### src/rtl/core/sorted_key_table_defines.svh
// Assertion macros for the sorted key table.
// Depends on a clock named clk and a reset named rst in the asserting module.
`ifndef SORTED_KEY_TABLE_DEFINES_SVH
`define SORTED_KEY_TABLE_DEFINES_SVH

// Same-cycle implication, checked outside reset
`define SKT_ASSERT_IMPL(lbl, ante, cons) \
  lbl: assert property (@(posedge clk) disable iff (rst) (ante) |-> (cons)) \
    else $error("sorted key table: same-cycle check failed");

// Next-cycle implication, checked outside reset
`define SKT_ASSERT_NEXT(lbl, ante, cons) \
  lbl: assert property (@(posedge clk) disable iff (rst) (ante) |=> (cons)) \
    else $error("sorted key table: next-cycle check failed");

`endif

### src/rtl/core/skt_pkg.sv
// Shared types and constants for the sorted key table.
// No dependencies.
`default_nettype none

package skt_pkg;

  localparam int CAPACITY = 64;
  localparam int KEY_W    = 32;
  localparam int CNT_W    = $clog2(CAPACITY + 1);
  localparam int MODE_W   = 2;
  localparam int POS_W    = $clog2(CAPACITY);

  localparam logic [MODE_W-1:0] MODE_INSERT = 2'd0;
  localparam logic [MODE_W-1:0] MODE_DELETE = 2'd1;
  localparam logic [MODE_W-1:0] MODE_SEARCH = 2'd2;

  // Operation broadcast to every cell of the chain
  typedef struct packed {
    logic                    cmp_en;
    logic                    ins_en;
    logic                    del_en;
    logic signed [KEY_W-1:0] key;
  } skt_op_t;

endpackage

`default_nettype wire

### src/rtl/core/skt_cell.sv
// One slot of the key chain: holds a key and its compare flags.
// Depends on skt_pkg.
`default_nettype none

module skt_cell (
  input  wire                           clk,
  input  skt_pkg::skt_op_t              op,
  input  wire                           used,
  input  wire                           low_le,
  input  wire signed [skt_pkg::KEY_W-1:0] low_data,
  input  wire signed [skt_pkg::KEY_W-1:0] high_data,
  output logic signed [skt_pkg::KEY_W-1:0] data,
  output logic                          lt,
  output logic                          le,
  output logic                          eq
);
  import skt_pkg::*;

  // Latch compare flags; empty slots count as above every key
  always_ff @(posedge clk) begin
    if (op.cmp_en) begin
      lt <= used && (data <  op.key);
      le <= used && (data <= op.key);
      eq <= used && (data == op.key);
    end
  end

  // Shift up on insert, down on delete, or hold
  always_ff @(posedge clk) begin
    if (op.ins_en && !le) begin
      data <= low_le ? op.key : low_data;
    end else if (op.del_en && !lt) begin
      data <= high_data;
    end
  end

endmodule

`default_nettype wire

### config.mk
export PLATFORM = sky130hd
export DESIGN_NAME = skt_cell
export DESIGN_NICKNAME = d
export VERILOG_FILES = /design/src/rtl/core/sorted_key_table_defines.svh /design/src/rtl/core/skt_pkg.sv /design/src/rtl/core/skt_cell.sv
export SDC_FILE = /design/constraint.sdc
export NUM_CORES = 1
export LEC_CHECK = 0
export BUFFER_PORTS_ARGS = -buffer_cell sky130_fd_sc_hd__buf_4
export CAP_MARGIN = 40
export CELL_PAD_IN_SITES_DETAIL_PLACEMENT = 1
export CELL_PAD_IN_SITES_GLOBAL_PLACEMENT = 2
export CORE_ASPECT_RATIO = 1.2
export CORE_MARGIN = 2
export CORE_UTILIZATION = 25
export DETAILED_ROUTE_END_ITERATION = 10
export PLACE_DENSITY_LB_ADDON = 0.05
export SLEW_MARGIN = 25
export SYNTH_ARGS = -nofsm -noshare
export SYNTH_HDL_FRONTEND = slang
export SYNTH_SLANG_ARGS = --single-unit
### constraint.sdc
create_clock -name clk -period 2.8 [get_ports clk]
set_clock_uncertainty 0.2 [all_clocks]
set_input_delay 0.28 -clock clk [delete_from_list [all_inputs] [get_ports clk]]
set_output_delay 0.28 -clock clk [all_outputs]
set_load 0.01 [all_outputs]
* Yosys cells after proc, flatten, opt, wreduce, memory -nomap -nowiden
Index checks and enable logic that the tools add are counted. W data, S select, Z words.
Operators by class: $add $sub $neg 0, reductions and logical operators 8, $lt $le $gt $ge 2, bitwise gates (word level) 0, shifts and indexed selects 0, multiply operators 0, multiplexer cells 3, equality and inequality tests 1, divide/modulo/power cells 0
Operators by type and width (count):
- $mux W32 | 3
- $eq A32 B32 Y1 | 1
- $le A32 B32 Y1 | 1
- $lt A32 B32 Y1 | 1
- $logic_and A1 B1 Y1 | 5
- $logic_not A1 Y1 | 2
- $reduce_bool A2 Y1 | 1
Word-level totals: ROM bits 0, memory bits (writable) 0, logic and storage cells 18, register bits after elaboration 35, output and inout port bits 35, bits in latches 0, bits of input ports 102, memories kept 0

* Longest topological paths before layout
Gate-level depths: netlist (run 1).
word-level depth 4, depth in mapped cells 8, depth with buffers taken out 8

* Least setup slack after synthesis (run 1)
Ideal clock, no wire load.
kind flip-flop to flip-flop, from register le, to register data[0] (netlist name), enable pin, setup time 425 ps, arrival time 2010 ps, data required time 2175 ps, path buffers 2, clock period less this slack 2635 ps, cell stages (with the launch flop) 5, slack 165 ps, path through edfxtp_1 > nand2b_1 > clkbuf_1 > clkbuf_1 > o21ai_1
On the way: longest elaborated chain between the ends 3
RTL lines:
- from (decl) | line skt_cell.sv:14 | output logic le,
- from (signal assigned) | line skt_cell.sv:23 | le <= used && (data <= op.key);
- $logic_not A1 Y1 | line skt_cell.sv:30 | if (op.ins_en && !le) begin
- $logic_and A1 B1 Y1 | line skt_cell.sv:30
- $reduce_bool A2 Y1 (no line)
- to (signal assigned) | line skt_cell.sv:31 | data <= low_le ? op.key : low_data;
- to (signal assigned) | line skt_cell.sv:33 | data <= high_data;
- to (decl) | line skt_cell.sv:12 | output logic signed [skt_pkg::KEY_W-1:0] data,
No other way between the ends. A chain may end at the register's enable or synchronous reset.

* Worst setup path in the final report (run 1)
from register data[15] (netlist name), to register le (data pin)
On the way: longest elaborated chain between the ends 2
RTL lines (line):
- $le A32 B32 Y1 | skt_cell.sv:23
- $logic_and A1 B1 Y1 | skt_cell.sv:23
No other way between the ends.

==> impl_metrics.json, run 1 <==
{
  "timing.final.crit_period_ns": 2.369,
  "cts-resized-gates": 0,
  "die_w_microns": 96.72,
  "cts-root-buf": "clkbuf_16",
  "viasPerCell": 4.584,
  "cts_setup_buffers": 0,
  "max-vdd-ir-drop_mv": 0.1862,
  "cts_sinks": 35,
  "critPathBufInv": 0,
  "grt_util_all_layers_pct": 14.23,
  "rows": 40,
  "finalHoldViolCount": 0,
  "setup_viol": 0,
  "die_area_sq_um": 11150,
  "syn-num-nets": 398,
  "gp_congestion": 0.7142,
  "cp_slowest_cell": "or4_4",
  "yosysWarnings": 0,
  "cp-end-kind": "flip-flop",
  "dr.pass1.iters": 4,
  "die_h_microns": 115.3,
  "synth.cell_area_sq_um": 2579,
  "synth_ff_type": "edfxtp_1",
  "maxCapViolations": 0,
  "synth_edf_count": 35,
  "crit_arrival_ns": 2.29,
  "crit_chain": "ha_1 > nand4_1 > nor3_1 > a21boi_2 > or4_4 > a21oi_2 > mux2i_1",
  "drv_slew": 0,
  "syn_inst": 264,
  "hold_path.class": "in -> reg",
  "synth-seq-cells": 35,
  "cp_slowest_stage_delay_ns": 0.49,
  "synthDistinctLibCells": 30,
  "drive_above_1_share_pct": 38.19,
  "numCtsBuffers": 5,
  "grt_start_max_net_pins": 35,
  "clock_latency_ns": 0.28,
  "start_util_pct": 25.76,
  "finalWirelength_microns": 7674,
  "pin_count": 137,
  "ys_seq_area_share_pct": 40.76,
  "avgRoutedWirePerCell_microns": 14.65,
  "path_clk_slew_ns": 0.05,
  "detail_route.iter0.violations": 54,
  "relSlewSlack_pct": 60.37,
  "required_ns": 2.73,
  "hpwl_microns": 6287,
  "drc_errors": 0,
  "whs_ns": 0.02924,
  "cellPowerDensity_nw_per_um2": 472.5,
  "synth.avg_cell_area_sq_um": 9.768,
  "fillers": 1191,
  "vias": 2402,
  "tns_ns": 0,
  "path_class": "reg -> reg",
  "grt_pass1_vias": 2508,
  "cts_max_level": 2,
  "n_antenna_cell": 0,
  "final_antenna_net_count": 0,
  "cpLargestDelayFamily": "simple AND/OR/NAND/NOR gates",
  "clockBufferDepth": 2,
  "tritoncts": "done",
  "antenna_found_initial": 0,
  "final_cell_count_no_fill": 524,
  "cts_hold_buf": 0,
  "status": "complete, no violations",
  "place_inst": 518,
  "crit_fanout": 3,
  "p_leak_nw": 1.969,
  "grt_pass1_wl_microns": 12560,
  "core_area_sq_um": 10010,
  "worstMarginPinSlew_ns": 0.5944,
  "fmax_mhz": 422.1,
  "rsz0062_at_grt": "false",
  "syn_to_final_growth_pct": 50.85,
  "crit_path_start_kind": "flip-flop",
  "overflow": 0,
  "layout.nets": 533,
  "io_buffers": 136,
  "asyncSetResetFlopFracSynth_pct": 0,
  "p_total_mw": 1.838,
  "min_period_over_period_pct": 84.61
}
==> worst register-to-register path, stage by stage (launching register included) <==
cell	delay, ns
edfxtp_1	0.40
ha_1	0.32
nand4_1	0.16
nor3_1	0.10
a21boi_2	0.16
or4_4	0.49
a21oi_2	0.19
mux2i_1	0.20
==> registers in the layout, indices dropped and copies added, names as in the netlist <==
| signal | cells |
|---|---|
| data | 32 |
| eq | 1 |
| lt | 1 |
| le | 1 |
==> layout make-up <==
cell class                      instances  area [sq um]  share of cell area, %
Clock buffer                            6         128.9                  3.313
Inverter                               35         131.4                  3.377
Multi-Input combinational cell        183          1365                  35.09
Sequential cell                        35          1051                  27.02
Tap cell                              126         157.7                  4.053
Timing Repair Buffer                  139          1056                  27.15
==> per-layer routing <==
metal  up-vias  routed length, microns  global-route usage [%]
met1      1109                    2934                   15.40
met3         6                     488                   4.134
li1       1214                       -                       -
met4         0                      70                   3.944
met2        73                    4181                   27.08
met5         -                       0                       0
==> per-stage QoR <==
stage | cell area (sq um) | worst slack, ns | utilization, %
floorplan | 2579 | 0.1650 | -
global placement | 3761 | 0.4277 | 37.57
detailed placement | 3761 | 0.3963 | 37.57
CTS | 3890 | 0.3988 | 38.86
global route | 3890 | 0.3064 | 38.86
finish | 3890 | 0.4308 | 38.86
==> synthesized netlist by cell type, types with 2 or more instances <==
| master | n | area share (%) |
|---|---|---|
| nand3_1 | 2 | 0.39 |
| buf_2 | 3 | 0.58 |
| a221oi_1 | 2 | 0.68 |
| o21ai_0 | 3 | 0.58 |
| a21oi_1 | 11 | 2.1 |
| nand4_1 | 8 | 1.9 |
| clkbuf_1 | 6 | 0.87 |
| nand2_1 | 37 | 5.4 |
| buf_1 | 2 | 0.29 |
| ha_1 | 32 | 16 |
| a21o_1 | 4 | 1.2 |
| edfxtp_1 | 35 | 41 |
| inv_1 | 35 | 5.1 |
| nor3_1 | 2 | 0.39 |
| o21ai_1 | 34 | 6.6 |
| mux2i_1 | 34 | 13 |
==> final timing paths <==
| path | start | end | slack (ns) | cells past startpoint |
|---|---|---|---|---|
| worst min-delay path | op[34] | lt | 0.03 | 1 |
| worst max-delay path | data[15] | le | 0.43 | 7 |
| worst max register to register | data[15] | le | 0.43 | 7 |
| worst min register to register | lt | data[19] | 0.59 | 1 |
==> where the power goes <==
part | internal [mW] | switching (mW) | leakage [nW]
logic | 0.311 | 0.290 | 1.56
clock network | 0.320 | 0.205 | 0.0628
registers | 0.673 | 0.0395 | 0.348
total | 1.30 | 0.534 | 1.97
==> cell families after synthesis <==
group                    synth area share (%)
buffers and inverters                   6.841
AND/OR/NAND/NOR                         10.68
adder cells (fa/ha/maj)                 15.53
flip-flops                              40.76
multiplexers                            13.20
AO/OA/AOI/OAI                           13.00
==> cells in the final DEF (no fill, tap or decap), drive strengths merged <==
cell type	instances
inv	35
nand4	8
clkbuf	6
a21o	4
or4	2
o211ai	1
mux2i	34
or2b	1
o21ai	37
nand2b	1
nand2	37
edfxtp	35
a211oi	1
nor2	1
and3	1
o21a	1
buf	139
nand3	3
nor2b	1
nor3	2
a221oi	2
a21oi	12
ha	32
a21boi	1
nor4	1
(Power assumes the default switching activity.)
==> run 2: changes to the inputs <==
--- a/config.mk
+++ b/config.mk
@@ -11,7 +11,7 @@
 export CELL_PAD_IN_SITES_GLOBAL_PLACEMENT = 2
 export CORE_ASPECT_RATIO = 1.2
 export CORE_MARGIN = 2
-export CORE_UTILIZATION = 25
+export CORE_UTILIZATION = 23
 export DETAILED_ROUTE_END_ITERATION = 10
 export PLACE_DENSITY_LB_ADDON = 0.05
 export SLEW_MARGIN = 25
==> constraint.sdc (replaced) <==
create_clock -name clk -period 2.1 [get_ports clk]
set_clock_uncertainty 0.2 [all_clocks]
set_input_delay 0.21 -clock clk [delete_from_list [all_inputs] [get_ports clk]]
set_output_delay 0.21 -clock clk [all_outputs]
set_load 0.01 [all_outputs]
==> run 2 against run 1 <==
Compared with the run above:
- the run now ends with negative setup slack left
- non-clock buffer count rose by 47
- setup slack worse by 0.61 ns
- global-route usage is 0.57 points lower
- register-to-register slack got worse by 0.61 ns
- sequential share of layout area decreased by 3.4 points
- count of clock-buffer cells in the layout rose by 1
- critical path type unchanged
- critical endpoint unchanged
- highest routed layer unchanged
==> impl_metrics.json, run 2 (synthesized netlist as in run 1, its figures left out) <==
{
  "use_met2_pct": 26.54,
  "status": "complete, but fails checks",
  "cts_max_level": 2,
  "cellPowerDensity_nw_per_um2": 606.5,
  "finalHoldViolCount": 0,
  "drive_above_1_share_pct": 48.10,
  "setup_viol": 2,
  "hpwl_microns": 6597,
  "busiest_layer": "met2",
  "cp_slowest_cell": "or4_4",
  "cts-root-buf": "clkbuf_16",
  "drv_slew": 0,
  "regMostFlops": "data",
  "path_clk_slew_ns": 0.05,
  "cp-end-kind": "flip-flop",
  "worstMarginPinSlew_ns": 0.6176,
  "whs_ns": 0.01415,
  "cts_sinks": 35,
  "p_leak_nw": 2.219,
  "tritoncts": "done",
  "start_util_pct": 23.48,
  "syn_to_final_growth_pct": 72.78,
  "core_area_sq_um": 10980,
  "vias": 2557,
  "rows": 42,
  "layout.nets": 580,
  "min_period_over_period_pct": 108.5,
  "grt_use_met3_pct": 3.378,
  "die_area_sq_um": 12080,
  "grt_start_max_net_pins": 35,
  "violations": "negative setup slack",
  "path_class": "reg -> reg",
  "maxCapViolations": 0,
  "grt_use_met1_pct": 14.26,
  "finalWirelength_microns": 8301,
  "crit_fanout": 2,
  "place_inst": 562,
  "required_ns": 1.92,
  "io_buffers": 136,
  "avgRoutedWirePerCell_microns": 14.34,
  "final_cell_count_no_fill": 579,
  "grt_util_all_layers_pct": 13.65,
  "n_antenna_cell": 0,
  "grt_pass1_wl_microns": 12880,
  "largest_reg_flops": 32,
  "final_common_cell": "buf_4",
  "crit_chain": "ha_1 > nand4_1 > nor3_2 > a21boi_2 > or4_4 > a21oi_4 > mux2i_1",
  "dr.pass1.iters": 4,
  "drc_errors": 0,
  "antenna_found_initial": 0,
  "setup_slack_ns": -0.1788,
  "die_w_microns": 100.7,
  "relSlewSlack_pct": 58.67,
  "die_h_microns": 120.0,
  "tns_ns": -0.3575,
  "cp_slowest_stage_delay_ns": 0.50,
  "timing.final.crit_period_ns": 2.279,
  "hold_path.class": "in -> reg",
  "final_cell_mix": "184 x buf_4, 37 x nand2_1, 35 x inv_1, 35 x edfxtp_1",
  "crit_arrival_ns": 2.10,
  "gp_congestion": 0.7100,
  "detail_route.iter0.violations": 42,
  "fmax_mhz": 438.8,
  "viasPerCell": 4.416,
  "final_antenna_net_count": 0,
  "rsz0062_at_grt": "true",
  "crit_path_start_kind": "flip-flop",
  "pin_count": 137,
  "clockBufferDepth": 2,
  "p_total_mw": 2.702,
  "max-vdd-ir-drop_mv": 0.2559,
  "numCtsBuffers": 5,
  "pre_cts_ws_ns": -0.2144,
  "overflow": 0,
  "clock_latency_ns": 0.28,
  "grt_pass1_vias": 2768
}
-- run 2: repair_timing --
action / in CTS / in global routing
gates resized for setup: 2 / 16
gates cloned: 0 / 0
endpoints found under the hold margin: 3 / 0
pin swaps: 3 / 8
setup endpoints to repair: 2 / 3
buffers inserted: 1 / 7
hold buffers: 1 / 0
-- run 2: path summary, 6_finish.rpt --
kind,endpoint,slack [ns],startpoint,depth (start not counted)
min reg2reg,data[18],0.62,lt,1
max,le,-0.18,data[8],7
min,data[6],0.01,high_data[6],3
max reg2reg,le,-0.18,data[8],7
-- run 2: report_power, final --
group / leakage (nW) / internal [mW] / switching [mW] / total (mW)
clock: 0.0679 / 0.439 / 0.279 / 0.717
sequential: 0.348 / 0.898 / 0.0626 / 0.960
combinational: 1.80 / 0.582 / 0.443 / 1.02
-- run 2: layout make-up --
class / instances / area [sq um]
clock buffer: 7 / 132.6
clock inverter: 1 / 5.005
fill: 1271 / 6528
inverter: 35 / 131.4
multi-input combinational: 183 / 1551
sequential: 35 / 1051
tap: 132 / 165.2
timing repair buffer: 186 / 1419
-- run 2: worst max-delay path: cells and delay by family (launching register included) --
kind	cells	cell delay, ns
multiplexers	1	0.08
AO/OA/AOI/OAI	2	0.34
AND/OR/NAND/NOR	3	0.72
flip-flops	1	0.40
adder cells (fa/ha/maj)	1	0.29
-- run 2: stage by stage --
step | cell area, sq um | utilization [%]
after floorplan | 2590 | -
after global placement | 4041 | 36.80
after detailed placement | 4069 | 37.05
after CTS | 4234 | 38.55
after global routing | 4456 | 40.57
final | 4456 | 40.57
-- run 2: per-layer routing --
| metal | share of wire [%] | wire length [microns] | up-vias |
|---|---|---|---|
| li1 | - | - | 1309 |
| met1 | 38 | 3119 | 1167 |
| met2 | 55 | 4593 | 74 |
| met3 | 6.0 | 501 | 7 |
| met4 | 1.0 | 87 | 0 |
| met5 | 0 | 0 | - |
