File: src/rtl/core/sorted_key_table_defines.svh
// Assertion macros for the sorted key table.
// Depends on a clock named clk and a reset named rst in the asserting module.
`ifndef SORTED_KEY_TABLE_DEFINES_SVH
`define SORTED_KEY_TABLE_DEFINES_SVH

// Same-cycle implication, checked outside reset
`define SKT_ASSERT_IMPL(lbl, ante, cons) \
  lbl: assert property (@(posedge clk) disable iff (rst) (ante) |-> (cons)) \
    else $error("sorted key table: same-cycle check failed");

// Next-cycle implication, checked outside reset
`define SKT_ASSERT_NEXT(lbl, ante, cons) \
  lbl: assert property (@(posedge clk) disable iff (rst) (ante) |=> (cons)) \
    else $error("sorted key table: next-cycle check failed");

`endif

File: src/rtl/core/skt_pkg.sv
// Shared types and constants for the sorted key table.
// No dependencies.
`default_nettype none

package skt_pkg;

  localparam int CAPACITY = 64;
  localparam int KEY_W    = 32;
  localparam int CNT_W    = $clog2(CAPACITY + 1);
  localparam int MODE_W   = 2;
  localparam int POS_W    = $clog2(CAPACITY);

  localparam logic [MODE_W-1:0] MODE_INSERT = 2'd0;
  localparam logic [MODE_W-1:0] MODE_DELETE = 2'd1;
  localparam logic [MODE_W-1:0] MODE_SEARCH = 2'd2;

  // Operation broadcast to every cell of the chain
  typedef struct packed {
    logic                    cmp_en;
    logic                    ins_en;
    logic                    del_en;
    logic signed [KEY_W-1:0] key;
  } skt_op_t;

endpackage

`default_nettype wire

File: src/rtl/core/skt_rank.sv
// Converts a thermometer of per-slot flags into the number of set slots.
// Depends on skt_pkg.
`default_nettype none

module skt_rank (
  input  wire [skt_pkg::CAPACITY-1:0] flags,
  output logic [skt_pkg::CNT_W-1:0]   rank
);
  import skt_pkg::*;

  logic [CAPACITY:0] edge_hit;

  // Mark the slot where the thermometer ends
  always_comb begin
    for (int i = 0; i <= CAPACITY; i++) begin
      edge_hit[i] = ((i == 0) ? 1'b1 : flags[(i == 0) ? 0 : i - 1]) &
                    ((i == CAPACITY) ? 1'b1 : !flags[(i == CAPACITY) ? 0 : i]);
    end
  end

  // Encode the one-hot edge into an index
  always_comb begin
    rank = '0;
    for (int i = 0; i <= CAPACITY; i++) begin
      if (edge_hit[i]) rank = rank | CNT_W'(i);
    end
  end

endmodule

`default_nettype wire

File: config.mk
export PLATFORM = sky130hd
export DESIGN_NAME = skt_rank
export DESIGN_NICKNAME = d
export VERILOG_FILES = /design/src/rtl/core/sorted_key_table_defines.svh /design/src/rtl/core/skt_pkg.sv /design/src/rtl/core/skt_rank.sv
export SDC_FILE = /design/constraint.sdc
export NUM_CORES = 1
export LEC_CHECK = 0
export BUFFER_PORTS_ARGS = -buffer_cell sky130_fd_sc_hd__buf_2
export CORE_UTILIZATION = 35
export DETAILED_ROUTE_END_ITERATION = 12
export PLACE_DENSITY = 0.8
export SYNTH_ARGS = -nofsm -noshare
export SYNTH_HDL_FRONTEND = slang
export SYNTH_SLANG_ARGS = --single-unit
File: constraint.sdc
create_clock -name vclk -period 0.8
set_input_delay 0.04 -clock vclk [all_inputs]
set_output_delay 0.04 -clock vclk [all_outputs]
set_load 0.02 [all_outputs]
* Yosys cells after proc, flatten, opt, wreduce, memory -nomap -nowiden
Index checks and enable logic that the tools add are counted.
W data, S select, Z words.
** Word-level totals
- Register bits after elaboration :: 0
- Input port bits :: 64
- Output and inout port bits :: 7
- Word-level logic and storage cells :: 190
** Operators by class
- Mux-type cells :: 64
- Bitwise gates (word level) :: 63
- Reduce and logical (&&, ||, !) cells :: 63
** Operators by type and width (count)
- $mux W6 :: 32
- $mux W5 :: 16
- $and A1 B1 Y1 :: 63
- $logic_not A1 Y1 :: 63
- $mux W4 :: 8
- $mux W3 :: 4
- $mux W7 :: 1
- $mux W2 :: 2
- $mux W1 :: 1

* Logic depth before layout (Yosys ltp)
Gate-level depths: netlist of the first run.
- Depth in word-level cells :: 66
- Depth in mapped cells :: 4
- Depth with buffers taken out :: 4

* Worst setup path after synthesis of the first run
No wires, ideal clock.
- Path kind :: input to output
- Start :: input port flags[48] in the netlist's numbering
- End :: output port rank[0] in the netlist's numbering
- Arrival time :: 0.853 ns
- Data required time :: 0.760 ns
- Slack :: -0.093 ns
- Cell stages on the path :: 4
- Buffers on the path :: 0
- Cell sequence :: or2b_1 o2111ai_2 nor4_2 nand4_1
** Between the ends
- Longest elaborated chain between the ends :: 17
** RTL lines
- from (decl) :: RTL line skt_rank.sv:6 : input wire [skt_pkg::CAPACITY-1:0] flags,
- $and A1 B1 Y1 :: RTL line skt_rank.sv:16 : edge_hit[i] = ((i == 0) ? 1'b1 : flags[(i == 0) ? 0 : i - 1]) &
- $mux W6 (15 in a row) :: RTL line skt_rank.sv:25 : if (edge_hit[i]) rank = rank | CNT_W'(i);
- $mux W7 :: RTL line skt_rank.sv:25
- to (decl) :: RTL line skt_rank.sv:7 : output logic [skt_pkg::CNT_W-1:0] rank
Every way passes these cells.

* Final worst setup path of the first run
- Start :: input port flags[27] in the netlist's numbering
- End :: output port rank[4] in the netlist's numbering
** Between the ends
- Longest elaborated chain between the ends :: 40
** RTL lines
- $logic_not A1 Y1 :: RTL line skt_rank.sv:17 : ((i == CAPACITY) ? 1'b1 : !flags[(i == CAPACITY) ? 0 : i]);
- $and A1 B1 Y1 :: RTL line skt_rank.sv:16
- $mux W5 :: RTL line skt_rank.sv:25
- $mux W5 (*) (4 in a row) :: RTL line skt_rank.sv:25
- $mux W6 (*) (32 in a row) :: RTL line skt_rank.sv:25
- $mux W7 (*) :: RTL line skt_rank.sv:25
Mark *: on every way between the ends. The rest lies on a longest branch, timed or not.

==> summary.txt, run 1 <==
Outcome - complete, but fails checks
Failing checks - negative setup slack
Met1 Use GR - 39.33%
Worst setup margin - -0.4723 ns
Worst setup SP type - input port
Pre-Repair DR Iteration Count - 4
Worst-path fanout max - 3
Dominant cell type by area after synthesis - nand2b_1
ANT nets after route - 0
WHS - 0.3210 ns
Power density over the cells - 540.4 nW/um^2
Worst vdd rail ir drop - 0.4006 mV
WL per Instance - 20.13 um
Clock Power Share - 0%
Leak - 0.8831 nW
Die width - 48.55 um
FF/Latch Area - 0 sq um
Max-Cap Viols - 0
Die H - 48.55 um
Worst endpoint required time - 0.76 ns
RSZ-0062 raised after global routing - yes
Post-Syn Instances - 120
DP Wirelength - 3012 um
Period minus WS final - 1.272 ns
Max-slew violation total from the final report - 0
Unique masters post-synth - 18
Standard-cell rows - 16
Internal power - 483.3 uW
Total negative slack - -2.190 ns
DRT Wirelength - 5053 um
Final Cell Area - 1765 sq um
# DRC - 0
Total grt overflow - 0
Vias in the first global route - 1,383
Crit path kind - input port to primary output
Initial core utilization - 37.87%
Vias/cell - 6.032
Worst Tran Pin Value - 0.4385 ns
Synth top area share - 23.93%
Area of the core - 2002 sq um
Net Switching - 470.7 uW
Crit end category - primary output
Final Setup Violations - 6
# diodes - 0
Yosys warns - 0
Layout cells sized above 1 - 64.73%
First-pass GRT wire length - 6272 um
Vias post-DR - 1,514
Die area - 2357 sq um
Hold Vio Cnt, Final - 0
Ranking of synthesized cells by area - nand2b_1 24%, o2111ai_1 14%, inv_1 9.9%
Largest net degree at the start of global routing - 4
Syn Std Cell Area - 758.2 sq um
FFs & Latches - 0
GRT Util Overall - 33.79%
Port-buffer cells - 71
Met3 Use GR - 2.830%
Synth cell count leaders - 29 x nand2b_1, 20 x inv_1, 12 x o2111ai_1
Clock buffer count - 0
Min-delay worst type - input port to primary output
Fraction of the cycle the final worst path needs - 159.0%
Final net count - 290
Post-synthesis sequential area ratio - 0%
GR Util met2 - 65.02%
Initial antenna violation count - 0
Max Clk Rate - 785.9 MHz
Net Sw Frac - 49.34%
I/O pin count - 71
Post-DP Area - 1369 sq um
Placer Congestion - 0.9602
Tot Pwr - 954.0 uW
CTS Hold Bufs - 0
GR peak layer - met2
Most frequent cell after synthesis - nand2b_1
Syn nets - 184
Combinational share of power - 100.0%
Relative slew slack - 70.46%
Crit path DAT - 1.23 ns
Initial drt markers - 66
Area grow syn2layout - 132.8%
Synth Area per Inst - 6.319 sq um
Sequential fraction of design power - 0%
critical path, cell delays in order:
cell and delay, ns:
buf_2 0.13, nand2b_1 0.12, o21ai_0 0.18, nor4_1 0.42, nand3_1 0.15, buf_2 0.19
repair_timing:
| item | 4_1_cts | 5_1_grt |
|---|---|---|
| cloned | 0 | 0 |
| endpoints found under the setup margin | 6 | 6 |
| pin swaps | 12 | 13 |
| buffers inserted | 3 | 3 |
| resized for setup | 37 | 26 |
power groups by stage:
stage	registers (mW)	logic (mW)	clock network, mW
after floorplan	0	0.275	0
after global placement	0	0.630	0
after detailed placement	0	0.640	0
after CTS	0	0.779	0
after global routing	0	0.995	0
final	0	0.954	0
cell usage in the layout (no fill, tap or decap), types with 2 or more instances in the layout:
cell        n
o21ai_1     2
nand2b_1   16
nor4_2      2
nor3_2      3
or2b_1      7
inv_1      20
buf_6      15
nor4_4      2
nor2_1      4
o21ai_2     3
nand4_1     8
o2111ai_2   4
o2111ai_1   6
o2111ai_4   5
nand2b_4   15
nand2b_2    3
buf_2      56
nand3_1     6
nor3_1      3
buf_4      34
o21ai_0     3
layer usage:
metal	share of wire (%)	up-vias	routed length, um
li1	-	652	-
met1	38	673	1898
met2	46	147	2332
met3	8.8	42	447
met4	7.4	0	374
met5	0	-	0
final cells by class:
| class | instances | area, sq um |
|---|---|---|
| repair buffers | 105 | 704.4 |
| multi-input cells | 99 | 952.2 |
| inverters | 20 | 75.07 |
| fillers | 112 | 236.5 |
| well taps | 27 | 33.78 |
cells by family after synthesis:
kind of cell / Yosys count / share of synthesized area [%]
buffers and inverters: 21 / 10.89
AND/OR/NAND/NOR: 73 / 60.72
AO/OA/AOI/OAI: 26 / 28.38
final timing paths:
path	startpoint	to	slack, ns	depth (start not counted)
min	flags[63]	rank[6]	0.32	2
max	flags[27]	rank[4]	-0.47	6
stage by stage:
step / setup WS, ns / std cells / utilization, %
global route: -0.4715 / 251 / 88.19
CTS: -0.3132 / 248 / 79.88
floorplan: -0.09258 / 120 / -
detailed placement: -0.3525 / 245 / 68.38
finish: -0.4723 / 251 / 88.19
global placement: -0.3538 / 245 / 68.38
(Power assumes the default switching activity.)
==> inputs of run 2 (changes only) <==
Settings changed: PLACE_DENSITY 0.8 to 0.78.
==> summary.txt, run 2 (synthesis results as in run 1) <==
Outcome - complete, but fails checks
Failing checks - negative setup slack
Total negative slack - -1.860 ns (+0.3297 ns)
Combinational share of power - 100.0% (about the same)
Leak - 0.8345 nW (-5.5%)
Max-slew violation total from the final report - 0 (unchanged)
Area grow syn2layout - 119.3%
Fin cells - 245 (-2.4%)
Crit path kind - input port to primary output
Initial core utilization - 37.87% (unchanged)
Initial drt markers - 54 (-18%)
GRT Util Overall - 30.97% (-2.8 points)
Worst setup SP type - input port
Final net count - 284 (-2.1%)
Area of the core - 2002 sq um (unchanged)
Placement Setup Slack - -0.3545 ns (-0.001955 ns)
Pre-Repair DR Iteration Count - 4 (unchanged)
Most frequent cells in the layout - 57 x buf_2, 25 x buf_4, 19 x inv_1, 19 x nand2b_1, 16 x buf_6
Worst Tran Pin Value - 0.3831 ns (-0.05543 ns)
Worst-path fanout max - 3 (unchanged)
Clock Power Share - 0% (unchanged)
Max Clk Rate - 835.6 MHz (+6.3%)
Port-buffer cells - 71 (unchanged)
Vias in the first global route - 1,428 (+3.3%)
Max-Cap Viols - 0 (unchanged)
Net Sw Frac - 47.87% (-1.5 points)
Die area - 2357 sq um (unchanged)
Vias post-DR - 1,397 (-7.7%)
Die H - 48.55 um (unchanged)
FF/Latch Area - 0 sq um (unchanged)
Relative slew slack - 74.29% (+3.8 points)
Min-delay worst type - input port to primary output
Worst setup margin - -0.3967 ns (+0.07565 ns)
Period minus WS final - 1.197 ns (-0.07565 ns)
Worst path cell trace - buf_6 > or2b_1 > o2111ai_2 > nor4_4 > nand3_1 > buf_6
I/O pin count - 71 (unchanged)
Total grt overflow - 0 (unchanged)
CP max-delay cell - nor4_4
Standard-cell rows - 16 (unchanged)
Leading cell type in the layout, fill and taps excluded - buf_2
First-pass GRT wire length - 5892 um (-6.1%)
DRT Wirelength - 3992 um (-21%)
Worst Setup SP - flags[28]
RSZ-0062 raised after global routing - yes
Placed cells - 244 (-0.41%)
Worst vdd rail ir drop - 0.3555 mV (-11%)
DP Wirelength - 2929 um (-2.8%)
Sequential fraction of design power - 0% (unchanged)
CTS Hold Bufs - 0 (unchanged)
Die width - 48.55 um (unchanged)
# diodes - 0 (unchanged)
Layout cells sized above 1 - 61.93% (-2.8 points)
Net Switching - 407.6 uW (-13%)
Last element of the critical path - rank[4]
Placer Congestion - 0.9040 (-5.9%)
Vias/cell - 5.702 (-5.5%)
Final Setup Violations - 6 (unchanged)
FFs & Latches - 0 (unchanged)
Initial antenna violation count - 0 (unchanged)
Largest net degree at the start of global routing - 4 (unchanged)
Worst endpoint required time - 0.76 ns (about the same)
Internal power - 443.9 uW (-8.1%)
WL per Instance - 16.29 um (-19%)
Crit path DAT - 1.16 ns (-0.07 ns)
Most frequent CP cell - buf_6
Critical Path Max Stage Delay - 0.32 ns (-0.10 ns)
Core Util, Final - 83.06% (-5.1 points)
Clock buffer count - 0 (unchanged)
Fraction of the cycle the final worst path needs - 149.6% (-9.5 points)
Hold Vio Cnt, Final - 0 (unchanged)
# DRC - 0 (unchanged)
Crit end category - primary output
Power density over the cells - 512.1 nW/um^2 (-5.2%)
ANT nets after route - 0 (unchanged)
run 2: power by group through the flow:
stage	Combinational [mW]	Clock [mW]	Sequential (mW)
after floorplan	0.275	0	0
after global placement	0.619	0	0
after detailed placement	0.632	0	0
after CTS	0.714	0	0
after global routing	0.902	0	0
final	0.851	0	0
run 2: routing by layer:
metal | routed length (um) | vias to the layer above | GRT usage [%]
met4 | 88 | 0 | 9.804
met5 | 0 | - | 0
li1 | - | 645 | -
met3 | 354 | 10 | 4.088
met1 | 1493 | 643 | 33.90
met2 | 2055 | 99 | 60.56
run 2: worst min-delay path by stage:
stage,startpoint,endpoint,slack (ns),depth (start not counted)
2_1_floorplan,flags[63],rank[6],0.19,1
3_3_place_gp,flags[63],rank[6],0.31,2
3_5_place_dp,flags[63],rank[6],0.31,2
4_1_cts,flags[63],rank[6],0.31,2
5_1_grt,flags[63],rank[6],0.32,2
6_report,flags[63],rank[6],0.31,2
run 2: area by class of cell:
cell class         count  area (sq um)
repair buffers        99         668.1
well taps             27         33.78
inverters             20         75.07
multi-input cells     99         885.9
fillers              124         339.1
run 2: worst max-delay path, delay by kind of cell:
family / cells / cell delay [ns]
AO/OA/AOI/OAI: 1 / 0.16
AND/OR/NAND/NOR: 3 / 0.69
buffers and inverters: 2 / 0.26
run 2: metrics by stage:
| step | instance area (sq um) | power, mW | hold slack (ns) |
|---|---|---|---|
| 2_1_floorplan | 777.0 | 0.2748 | 0.1926 |
| 3_3_place_gp | 1361 | 0.6186 | 0.3067 |
| 3_5_place_dp | 1361 | 0.6318 | 0.3082 |
| 4_1_cts | 1499 | 0.7138 | 0.3092 |
| 5_1_grt | 1663 | 0.9020 | 0.3160 |
| 6_report | 1663 | 0.8515 | 0.3121 |
run 2: what timing repair did:
item | CTS | global route
setup endpoints to repair | 6 | 6
pin swaps | 10 | 10
setup buffers | 1 | 0
gates cloned | 0 | 0
gates resized for setup | 29 | 33
==> inputs of run 3 (changes only) <==
Settings changed: RECOVER_POWER set to 25.
==> summary.txt, run 3 (synthesis results as in run 1) <==
Leak - 0.8317 nW (-0.33%)
Failing checks - negative setup slack
Standard-cell rows - 16 (unchanged)
Worst Setup SP - flags[28]
CTS Hold Bufs - 0 (unchanged)
Filler cells - 125 (+0.81%)
CP max-delay cell - nor4_4
Power density over the cells - 512.1 nW/um^2 (about the same)
Placer Congestion - 0.9040 (unchanged)
Max Clk Rate - 835.6 MHz (about the same)
ANT nets after route - 0 (unchanged)
Critical Path Max Stage Delay - 0.32 ns (about the same)
Worst setup SP type - input port
Total grt overflow - 0 (unchanged)
Crit path DAT - 1.16 ns (about the same)
Worst Tran Pin Value - 0.3831 ns (unchanged)
WL per Instance - 16.30 um (about the same)
Area of the core - 2002 sq um (unchanged)
Worst-path fanout max - 3 (unchanged)
Period minus WS final - 1.197 ns (+0.00004300 ns)
Hold Vio Cnt, Final - 0 (unchanged)
Die H - 48.55 um (unchanged)
Die width - 48.55 um (unchanged)
FF/Latch Area - 0 sq um (unchanged)
FFs & Latches - 0 (unchanged)
Total negative slack - -1.861 ns (-0.001030 ns)
Placement Setup Slack - -0.3545 ns (unchanged)
Port-buffer cells - 71 (unchanged)
Worst path cell trace - buf_6 > or2b_1 > o2111ai_2 > nor4_4 > nand3_1 > buf_6
Hold path start - flags[63]
Layout cells sized above 1 - 61.47% (-0.46 points)
DP Wirelength - 2929 um (unchanged)
Worst endpoint required time - 0.76 ns (about the same)
Vias/cell - 5.702 (unchanged)
Clock buffer count - 0 (unchanged)
# DRC - 0 (unchanged)
RSZ-0062 raised after global routing - yes
Area grow syn2layout - 119.1% (about the same)
Most frequent CP cell - buf_6
Final Setup Violations - 6 (unchanged)
Leading cell type in the layout, fill and taps excluded - buf_2
Vias in the first global route - 1,428 (unchanged)
Die area - 2357 sq um (unchanged)
Pre-Repair DR Iteration Count - 4 (unchanged)
Hold worst-path end - rank[6]
Max-slew violation total from the final report - 0 (unchanged)
Fraction of the cycle the final worst path needs - 149.6% (about the same)
Vias post-DR - 1,397 (unchanged)
Relative slew slack - 74.29% (unchanged)
Initial core utilization - 37.87% (unchanged)
Crit end category - primary output
Largest net degree at the start of global routing - 4 (unchanged)
Final net count - 284 (unchanged)
Crit path kind - input port to primary output
Most frequent cells in the layout - 56 x buf_2, 25 x buf_4, 19 x inv_1, 19 x nand2b_1, 16 x buf_6
Initial drt markers - 54 (unchanged)
# diodes - 0 (unchanged)
Initial antenna violation count - 0 (unchanged)
Worst setup margin - -0.3967 ns (-0.00004300 ns)
Hold Path Depth - 2 (unchanged)
Min-delay worst type - input port to primary output
GRT Util Overall - 30.97% (unchanged)
Tot Pwr - 850.9 uW (about the same)
Worst vdd rail ir drop - 0.3551 mV (-0.12%)
First-pass GRT wire length - 5892 um (unchanged)
Outcome - complete, but fails checks
I/O pin count - 71 (unchanged)
Max-Cap Viols - 0 (unchanged)
DRT Wirelength - 3994 um (about the same)
[run 3: repair_timing]
item | in CTS | in global routing
resized for setup | 29 | 33
pin swaps | 10 | 10
setup buffers | 1 | 0
setup endpoints to repair | 6 | 6
endpoints found under the hold margin | 0 | 0
[run 3: critical path: cells and delay by family]
| kind | cells | cell delay, ns |
|---|---|---|
| AOI/OAI and AO/OA | 1 | 0.16 |
| and+or+nand+nor | 3 | 0.69 |
| buffers and inverters | 2 | 0.26 |
[run 3: final cells by class]
cell class,count,area (sq um),area share [%]
inverters,20,75.07,4.518
well taps,27,33.78,2.033
multi-input cells,99,885.9,53.31
repair buffers,99,666.9,40.14
[run 3: worst max-delay path by stage]
stage,slack [ns],depth (start not counted),end
5_1_grt,-0.42,6,rank[4]
3_5_place_dp,-0.35,6,rank[4]
2_1_floorplan,-0.09,4,rank[0]
6_report,-0.40,6,rank[4]
3_3_place_gp,-0.32,6,rank[0]
4_1_cts,-0.33,6,rank[4]
[run 3: per-layer routing]
metal / share of wire, % / GRT usage [%]
met5: 0 / 0
met4: 2.2 / 9.804
met3: 8.9 / 4.088
met2: 52 / 60.56
met1: 37 / 33.90
[run 3: report_power, final]
| part | internal [mW] | switching, mW | total, mW | leakage, nW |
|---|---|---|---|---|
| sequential | 0 | 0 | 0 | 0 |
| combinational | 0.443 | 0.408 | 0.851 | 0.832 |
| clock | 0 | 0 | 0 | 0 |
| total | 0.443 | 0.408 | 0.851 | 0.832 |
[run 3: metrics by stage]
stage	util, %	area [sq um]	std cells	hold WS [ns]
6_report	83.00	1662	245	0.3404
3_5_place_dp	68.00	1361	244	0.3082
3_3_place_gp	68.00	1361	244	0.3067
4_1_cts	74.88	1499	245	0.3092
5_1_grt	83.00	1662	245	0.3441
2_1_floorplan	-	777.0	120	0.1926
